### src/rpsc_pkg.sv
//------------------------------------------------------------------------------
// rpsc_pkg
// Shared types and constants of the RGB pixel to SPI code word encoder.
//------------------------------------------------------------------------------
package rpsc_pkg;

	localparam int unsigned PIXEL_W       = 24;
	localparam int unsigned CODE_W        = 16;
	localparam int unsigned PAD_W         = 6;
	localparam int unsigned BIT_CNT_W     = 5;
	localparam int unsigned CFG_IDX_W     = 2;
	localparam int unsigned QUEUE_DEPTH   = 2;

	localparam logic [CODE_W-1:0]    ZERO_CODE_RST = 16'h7000;
	localparam logic [CODE_W-1:0]    ONE_CODE_RST  = 16'hFF00;
	localparam logic [PAD_W-1:0]     PAD_COUNT_RST = 6'd20;
	localparam logic [PAD_W-1:0]     PAD_COUNT_MAX = 6'd40;
	localparam logic [BIT_CNT_W-1:0] LAST_BIT_IDX  = 5'd23;

	localparam logic [CFG_IDX_W-1:0] CFG_IDX_ZERO_CODE = 2'd0;
	localparam logic [CFG_IDX_W-1:0] CFG_IDX_ONE_CODE  = 2'd1;
	localparam logic [CFG_IDX_W-1:0] CFG_IDX_PAD_COUNT = 2'd2;

	typedef struct packed {
		logic [PIXEL_W-1:0] grb;
		logic [PAD_W-1:0]   pad;
	} item_t;

	typedef struct packed {
		logic [CODE_W-1:0] zero_code;
		logic [CODE_W-1:0] one_code;
		logic [PAD_W-1:0]  pad_count;
	} cfg_t;

endpackage

### src/rpsc_front.sv
//------------------------------------------------------------------------------
// rpsc_front
// Accepts pixels, reorders them to green-red-blue and sizes the reset padding.
//------------------------------------------------------------------------------
module rpsc_front (
	input  logic                        s_axis_tvalid,
	output logic                        s_axis_tready,
	input  logic [rpsc_pkg::PIXEL_W-1:0] s_axis_tdata,  // pixel_color
	input  logic                        s_axis_tlast,  // last_pixel
	input  logic [rpsc_pkg::PAD_W-1:0]   pad_count,
	input  logic                        q_full,
	output logic                        q_wr,
	output rpsc_pkg::item_t             q_wr_item
);
	import rpsc_pkg::*;

	logic [PAD_W-1:0] pad_sat;

	always_comb begin
		if (pad_count > PAD_COUNT_MAX) begin
			pad_sat = PAD_COUNT_MAX;
		end else begin
			pad_sat = pad_count;
		end
	end

	assign s_axis_tready  = !q_full;
	assign q_wr           = s_axis_tvalid && !q_full;
	assign q_wr_item.grb  = {s_axis_tdata[15:8], s_axis_tdata[23:16], s_axis_tdata[7:0]};
	assign q_wr_item.pad  = s_axis_tlast ? pad_sat : '0;

endmodule

### src/rpsc_queue.sv
//------------------------------------------------------------------------------
// rpsc_queue
// Short first-in first-out queue of classified pixels between front and back.
//------------------------------------------------------------------------------
module rpsc_queue #(
	parameter int unsigned Depth = rpsc_pkg::QUEUE_DEPTH
) (
	input  logic            clk,
	input  logic            arst_n,
	input  logic            wr,
	input  rpsc_pkg::item_t wr_item,
	output logic            full,
	input  logic            rd,
	output logic            rd_valid,
	output rpsc_pkg::item_t rd_item
);
	import rpsc_pkg::*;

	localparam int unsigned PtrW = (Depth > 1) ? $clog2(Depth) : 1;
	localparam int unsigned CntW = $clog2(Depth + 1);

	item_t            mem_q [Depth];
	logic [PtrW-1:0]  wr_ptr_q;
	logic [PtrW-1:0]  rd_ptr_q;
	logic [CntW-1:0]  count_q;
	logic             do_wr;
	logic             do_rd;

	assign full     = (count_q == CntW'(Depth));
	assign rd_valid = (count_q != '0);
	assign rd_item  = mem_q[rd_ptr_q];
	assign do_wr    = wr && !full;
	assign do_rd    = rd && rd_valid;

	always_ff @(posedge clk) begin
		if (do_wr) begin
			mem_q[wr_ptr_q] <= wr_item;
		end
	end

	always_ff @(posedge clk or negedge arst_n) begin
		if (!arst_n) begin
			wr_ptr_q <= '0;
			rd_ptr_q <= '0;
			count_q  <= '0;
		end else begin
			if (do_wr) begin
				wr_ptr_q <= (wr_ptr_q == PtrW'(Depth - 1)) ? '0 : wr_ptr_q + 1'b1;
			end
			if (do_rd) begin
				rd_ptr_q <= (rd_ptr_q == PtrW'(Depth - 1)) ? '0 : rd_ptr_q + 1'b1;
			end
			if (do_wr && !do_rd) begin
				count_q <= count_q + 1'b1;
			end else if (do_rd && !do_wr) begin
				count_q <= count_q - 1'b1;
			end
		end
	end

endmodule

### src/rpsc_back.sv
//------------------------------------------------------------------------------
// rpsc_back
// Serializes one pixel into bit code words, then the zero reset words.
//------------------------------------------------------------------------------
module rpsc_back (
	input  logic                        clk,
	input  logic                        arst_n,
	input  rpsc_pkg::cfg_t              cfg,
	input  logic                        q_valid,
	input  rpsc_pkg::item_t             q_item,
	output logic                        q_rd,
	output logic                        m_axis_tvalid,
	input  logic                        m_axis_tready,
	output logic [rpsc_pkg::CODE_W-1:0] m_axis_tdata,  // code_word
	output logic                        m_axis_tlast   // run_end
);
	import rpsc_pkg::*;

	logic                 busy_q;
	logic                 in_pad_q;
	logic [PIXEL_W-1:0]   grb_q;
	logic [BIT_CNT_W-1:0] bit_cnt_q;
	logic [PAD_W-1:0]     pad_q;
	logic                 tvalid_q;
	logic [CODE_W-1:0]    tdata_q;
	logic                 tlast_q;

	logic                 out_free;
	logic                 emit;
	logic [CODE_W-1:0]    word;
	logic                 word_last;
	logic                 load;

	assign out_free = !tvalid_q || m_axis_tready;
	assign emit     = busy_q && out_free;

	always_comb begin
		if (in_pad_q) begin
			word      = '0;
			word_last = (pad_q == PAD_W'(1));
		end else begin
			word      = grb_q[PIXEL_W-1] ? cfg.one_code : cfg.zero_code;
			word_last = (bit_cnt_q == LAST_BIT_IDX) && (pad_q == '0);
		end
	end

	assign load = q_valid && (!busy_q || (emit && word_last));
	assign q_rd = load;

	assign m_axis_tvalid = tvalid_q;
	assign m_axis_tdata  = tdata_q;
	assign m_axis_tlast  = tlast_q;

	always_ff @(posedge clk or negedge arst_n) begin
		if (!arst_n) begin
			busy_q    <= 1'b0;
			in_pad_q  <= 1'b0;
			bit_cnt_q <= '0;
			pad_q     <= '0;
			grb_q     <= '0;
			tvalid_q  <= 1'b0;
			tdata_q   <= '0;
			tlast_q   <= 1'b0;
		end else begin
			if (emit) begin
				tvalid_q <= 1'b1;
				tdata_q  <= word;
				tlast_q  <= word_last;
			end else if (m_axis_tready) begin
				tvalid_q <= 1'b0;
			end

			if (load) begin
				busy_q    <= 1'b1;
				in_pad_q  <= 1'b0;
				bit_cnt_q <= '0;
				grb_q     <= q_item.grb;
				pad_q     <= q_item.pad;
			end else if (emit) begin
				if (word_last) begin
					busy_q <= 1'b0;
				end
				if (in_pad_q) begin
					pad_q <= pad_q - 1'b1;
				end else begin
					grb_q     <= {grb_q[PIXEL_W-2:0], 1'b0};
					bit_cnt_q <= bit_cnt_q + 1'b1;
					if (bit_cnt_q == LAST_BIT_IDX) begin
						in_pad_q <= 1'b1;
					end
				end
			end
		end
	end

endmodule

### src/rgb_pixel_spi_code_encoder.sv
//------------------------------------------------------------------------------
// rgb_pixel_spi_code_encoder
// Turns RGB pixels into 16-bit SPI code words for a serial LED chain.
//------------------------------------------------------------------------------
// Each transfer on the s_axis channel carries one pixel; tlast marks the last
// pixel of a frame. The block sends 24 code words per pixel on m_axis, green
// byte first, then red, then blue, each most significant bit first. A one bit
// becomes one_code and a zero bit zero_code. After a last pixel, the number of
// zero words held in the reset count register follows, saturated at 40.
// m_axis tlast is high on the final word caused by each pixel.
// When the block is empty, a pixel passes through the queue and the serializer
// before its first word is presented on m_axis from the output register. The
// serializer sends one word per cycle while the receiver takes them, and takes
// the next pixel from a two-entry queue while sending the final word of the
// previous one, so a new pixel is taken before the last one is done.
// When the receiver stalls, the output register holds its word, the queue
// fills and s_axis tready drops. Reset empties the queue and the serializer
// and restores the register defaults. The user writes the registers on the
// always-ready cfg channel only while the block is idle; no logic checks it.
//------------------------------------------------------------------------------
module rgb_pixel_spi_code_encoder #(
	parameter int unsigned QUEUE_DEPTH = rpsc_pkg::QUEUE_DEPTH
) (
	input  logic                          clk,
	input  logic                          arst_n,
	input  logic                          s_axis_tvalid,
	output logic                          s_axis_tready,
	input  logic [rpsc_pkg::PIXEL_W-1:0]   s_axis_tdata,  // pixel_color
	input  logic                          s_axis_tlast,  // last_pixel
	output logic                          m_axis_tvalid,
	input  logic                          m_axis_tready,
	output logic [rpsc_pkg::CODE_W-1:0]    m_axis_tdata,  // code_word
	output logic                          m_axis_tlast,  // run_end
	input  logic                          cfg_valid,
	output logic                          cfg_ready,
	input  logic [rpsc_pkg::CFG_IDX_W-1:0] cfg_index,
	input  logic [rpsc_pkg::CODE_W-1:0]    cfg_data
);
	import rpsc_pkg::*;

	cfg_t  cfg_q;
	logic  q_full;
	logic  q_wr;
	item_t q_wr_item;
	logic  q_rd;
	logic  q_valid;
	item_t q_rd_item;

	assign cfg_ready = 1'b1;

	always_ff @(posedge clk or negedge arst_n) begin
		if (!arst_n) begin
			cfg_q.zero_code <= ZERO_CODE_RST;
			cfg_q.one_code  <= ONE_CODE_RST;
			cfg_q.pad_count <= PAD_COUNT_RST;
		end else if (cfg_valid) begin
			unique case (cfg_index)
				CFG_IDX_ZERO_CODE: cfg_q.zero_code <= cfg_data;
				CFG_IDX_ONE_CODE:  cfg_q.one_code  <= cfg_data;
				CFG_IDX_PAD_COUNT: cfg_q.pad_count <= cfg_data[PAD_W-1:0];
				default: begin
				end
			endcase
		end
	end

	rpsc_front u_front (
		.s_axis_tvalid (s_axis_tvalid),
		.s_axis_tready (s_axis_tready),
		.s_axis_tdata  (s_axis_tdata),
		.s_axis_tlast  (s_axis_tlast),
		.pad_count     (cfg_q.pad_count),
		.q_full        (q_full),
		.q_wr          (q_wr),
		.q_wr_item     (q_wr_item)
	);

	rpsc_queue #(
		.Depth (QUEUE_DEPTH)
	) u_queue (
		.clk      (clk),
		.arst_n   (arst_n),
		.wr       (q_wr),
		.wr_item  (q_wr_item),
		.full     (q_full),
		.rd       (q_rd),
		.rd_valid (q_valid),
		.rd_item  (q_rd_item)
	);

	rpsc_back u_back (
		.clk           (clk),
		.arst_n        (arst_n),
		.cfg           (cfg_q),
		.q_valid       (q_valid),
		.q_item        (q_rd_item),
		.q_rd          (q_rd),
		.m_axis_tvalid (m_axis_tvalid),
		.m_axis_tready (m_axis_tready),
		.m_axis_tdata  (m_axis_tdata),
		.m_axis_tlast  (m_axis_tlast)
	);

endmodule

### config.mk
export PLATFORM = sky130hd
export DESIGN_NAME = rgb_pixel_spi_code_encoder
export DESIGN_NICKNAME = d
export VERILOG_FILES = /design/src/rpsc_pkg.sv /design/src/rpsc_front.sv /design/src/rpsc_queue.sv /design/src/rpsc_back.sv /design/src/rgb_pixel_spi_code_encoder.sv
export SDC_FILE = /design/constraint.sdc
export NUM_CORES = 1
export LEC_CHECK = 0
export ABC_AREA = 1
export ABC_CLOCK_PERIOD_IN_PS = 2620
export BUFFER_PORTS_ARGS = -buffer_cell sky130_fd_sc_hd__buf_2
export CAP_MARGIN = 20
export CELL_PAD_IN_SITES_DETAIL_PLACEMENT = 1
export CELL_PAD_IN_SITES_GLOBAL_PLACEMENT = 1
export CORE_MARGIN = 5
export CORE_UTILIZATION = 35
export CTS_BUF_LIST = sky130_fd_sc_hd__clkbuf_8
export DETAILED_ROUTE_END_ITERATION = 10
export PLACE_DENSITY = 0.68
export SYNTH_ARGS = -nofsm -noshare
export SYNTH_HDL_FRONTEND = slang
export SYNTH_SLANG_ARGS = --single-unit
### constraint.sdc
create_clock -name clk -period 2.62 [get_ports clk]
set_input_delay 0.262 -clock clk [delete_from_list [all_inputs] [get_ports clk]]
set_output_delay 0.262 -clock clk [all_outputs]
set_load 0.1 [all_outputs]
==> results.txt <==
The flow ran to the end, and the final reports show no timing, DRC or antenna violations. At the worst endpoint, the required time is 2940 ps. The slack of the critical path came out at 483.0 ps. Buffers placed on the I/O ports in this run total 66. The routability congestion estimate from global placement is 0.7777.

The standard-cell row count came out at 50. The worst setup path is launched from a flop. The reported leakage power came out at 3.606 nW.

The overall global routing resource usage is 15.09%. The sequential-to-total area share from yosys stat came out at 64.54%. The H-tree generated during clock tree synthesis spans 4 levels. The number of global-route vias before repair is 5293.

The number of max-cap violations is 0. The number of buffers created by CTS came out at 17. The number of DRC markers in iteration 0 is 192. The signal on the critical path passes through inv_1 > ha_1 > inv_1 > nand2_1 > nand3_1 > nor2_4 > nand2_2 > nand2_4 > nand2_4 > ha_1 > a21oi_1 > o21ai_0 > xor2_1. The insertion delay to the later sink of the worst-skew pair is 450 ps.

The critical path in this run is classified as reg2reg. The sink count of the clock tree came out at 157. The total nets after synthesis came out at 702. For this run, the top clock speed supported by timing is 467.9 MHz. Counting flops and latches in the post-synthesis netlist gives 157. The power density over cell area came out at 1135 nW/um^2. Timing analysis after detailed placement gives a worst setup slack of 500.0 ps. The post-layout total power came out at 8.882 mW. The final-report max-slew violation count came out at 0. The die area is 21630 sq um. The worst setup skew after layout came out at 11.83 ps.

From left edge to right edge, the die measures 147.1 microns. The global-route wire length before repair is 26180 microns. The share of the cycle needed by the critical path after routing came out at 81.57%.

The total DRC errors in the routed layout is 0. The shortest period the worst path allows is 2137 ps. The post-CTS repair timing setup buffer count came out at 0. Setup repair after global routing left no endpoint under its margin. The maximum vdd ir drop is 0.6579 mV. The final count of hold timing violations is 0. The maximum number of pins on one net before global-route repair came out at 98. The initial antenna violation count is 0. In this run, the combinational gates consume 35.8% of the power. Summing over every cut layer, the via total after detailed routing is 4782. The normalized max-slew margin is 33.73%. The cell taking the most area after synthesis is sky130_fd_sc_hd__dfrtp_1. The slew at the pin with the worst max-slew slack came out at 991.6 ps. The largest fanout of any net on the critical path is 12.

The core box area is 18580 sq um. During synthesis, Yosys emitted a total of 0 warnings. The sequential fraction of design power came out at 40.8%.

The ratio of cells with drive above 1 in the final layout is 17.36%. Per report_power, the clock group accounts for 23.5% of the total. STA puts the critical path data arrival time at 2460 ps. The count of nets left with antenna violations once routing finished came out at 0. The top-level I/O count is 68. The maximum buffer depth of the clock tree is 2. The total setup violations reported at the end of the flow came out at 0. The routed design has 15640 microns of wire. The mean area per synthesized cell is 10.13 sq um. The post-detailed-route wirelength per cell came out at 15.91 microns. The area of the mapped netlist is 6578 sq um. The count of antenna diodes in the layout is 0.

The switching share of power is 40.82%. In this run, distinct cell masters in the synthesized netlist total 31. The clock input transition at the sequential cells of the worst setup and hold paths is 90 ps. Sorting the synthesized cells by area gives the leading types as sky130_fd_sc_hd__dfrtp_1 (32%), sky130_fd_sc_hd__edfxtp_1 (27%), sky130_fd_sc_hd__nand2_1 (12%), sky130_fd_sc_hd__nand3_1 (6.5%), sky130_fd_sc_hd__dfstp_2 (5.2%).

STA classifies the critical path endpoint as a flop. After legalization and detailed placement, the total HPWL measured 10080 microns. TritonCTS built the clock tree. Clock tree synthesis selected as its root buffer the cell sky130_fd_sc_hd__clkbuf_8. The gate count of the mapped netlist is 649.

Among all stages on the critical path, the largest delay is contributed by sky130_fd_sc_hd__dfrtp_1. The path category of the worst min-delay check is in2reg. For this configuration, the core starts out at a cell density of 35.40%. The internal power consumption is 5.257 mW. Summed over all failing endpoints, the final setup total negative slack is 0 ps. The net count of the finished layout came out at 789.

The height of the die came out at 147.1 microns. The peak per-stage delay on the critical path is 400 ps. The pre-antenna-repair detailed-routing pass consisted of 4 iterations. Summed over all layers, the global routing overflow is 0. The area fraction of the dominant cell type after synthesis came out at 31.96%.

Compared with the post-synthesis result, the final layout area differs by 18.97%. After detailed routing, the number of vias per cell comes to 4.865. The total net switching power is 3.625 mW.
-- area by class of cell --
class | count | area (sq um)
Multi-Input combinational cell | 419 | 2008
Clock buffer | 19 | 261.5
Fill cell | 2083 | 10760
Inverter | 40 | 152.6
Tap cell | 234 | 292.8
Clock inverter | 13 | 196.4
Timing Repair Buffer | 101 | 668.1
Sequential cell | 157 | 4245
-- layer usage --
layer  wire length, microns  share of wire [%]  up-vias  GRT usage [%]
li1                       -                  -     2307              -
met1                   6667                 43     2394          17.53
met2                   8307                 53       68          27.49
met3                    465                3.0       13          3.578
met4                    199                1.3        0          4.800
met5                      0                  0        -              0
-- cell usage after synthesis (all sizes together) --
cell type  number
xnor2           2
conb            1
dfstp          13
nor2           17
nor3            5
edfxtp         60
dfrtp          84
buf            18
xor2            6
nand3          85
a31oi           2
clkbuf         15
nand2         213
clkinv          1
o21ai          59
inv            39
ha              5
a21oi           4
nand3b          1
nand4           2
mux2i          17
-- power groups by stage --
stage,Clock (mW),Combinational [mW],Sequential [mW]
2_1_floorplan,0,1.66,4.36
3_3_place_gp,0,3.07,3.62
3_5_place_dp,0,3.19,3.66
4_1_cts,2.14,3.24,3.63
5_1_grt,2.25,3.50,3.69
6_report,2.08,3.18,3.62
-- worst max-delay path, delay by kind of cell (launching register included) --
family | cells | cell delay (ps)
DFF | 1 | 400
and+or+nand+nor | 6 | 530
AOI/OAI and AO/OA | 2 | 250
adders and majority gates | 2 | 520
buffers and inverters | 2 | 170
xor gates and xnor gates | 1 | 150
-- state kept, by name, summed over array words and instances (netlist names), 2 cells and up --
name	count
u_queue.count_q	2
u_back.pad_q	6
u_queue.mem_q	60
cfg_q	38
u_back.grb_q	24
u_back.m_axis_tdata	16
u_back.bit_cnt_q	5
-- cell usage in the layout (no fill, tap or decap), drive strengths merged --
master	synthesis	final
a21oi	4	4
a31oi	2	2
buf	18	77
bufinv	0	5
clkbuf	15	19
clkinv	1	3
conb	1	1
dfrtp	84	84
dfstp	13	13
dlygate4sd3	0	24
edfxtp	60	60
ha	5	5
inv	39	45
mux2i	17	17
nand2	213	213
nand3	85	85
nand3b	1	1
nand4	2	2
nor2	17	17
nor3	5	5
o21ai	59	59
xnor2	2	2
xor2	6	6
-- final timing paths --
path,cells after the start,from,slack [ps],endpoint
worst max-delay path,13,u_back.pad_q[1],480,u_queue.count_q[1]
worst min-delay path,3,cfg_data[10],40,cfg_q[16]
worst max register to register,13,u_back.pad_q[1],480,u_queue.count_q[1]
worst min register to register,2,cfg_q[0],480,cfg_q[0]
max in group asynchronous,3,arst_n,1800,cfg_q[21]
min in group asynchronous,3,arst_n,410,u_back.grb_q[16]
-- through the flow --
stage | instance area [sq um] | hold slack (ps) | std cells | utilization [%]
2_1_floorplan | 6578 | -33.59 | 649 | -
3_3_place_gp | 7127 | 354.5 | 927 | 38.36
3_5_place_dp | 7127 | 373.8 | 927 | 38.36
4_1_cts | 7825 | 2.550 | 983 | 42.11
5_1_grt | 7825 | 21.81 | 983 | 42.11
6_report | 7825 | 43.82 | 983 | 42.11
-- repair_timing --
action                                 CTS  global route
endpoints found under the hold margin  130             0
hold buffers                            24             0
gates resized for setup                  0             0
-- cell families after synthesis --
kind of cell    share of synthesized area, %
simple gates                           20.81
flops                                  64.54
buf+inv                                5.003
compound gates                         4.984
mux                                    2.587
xor+xnor                               1.065
fa+ha+maj                             0.9511
other cells                          0.05701
Power figures use the tool's default switching activity.
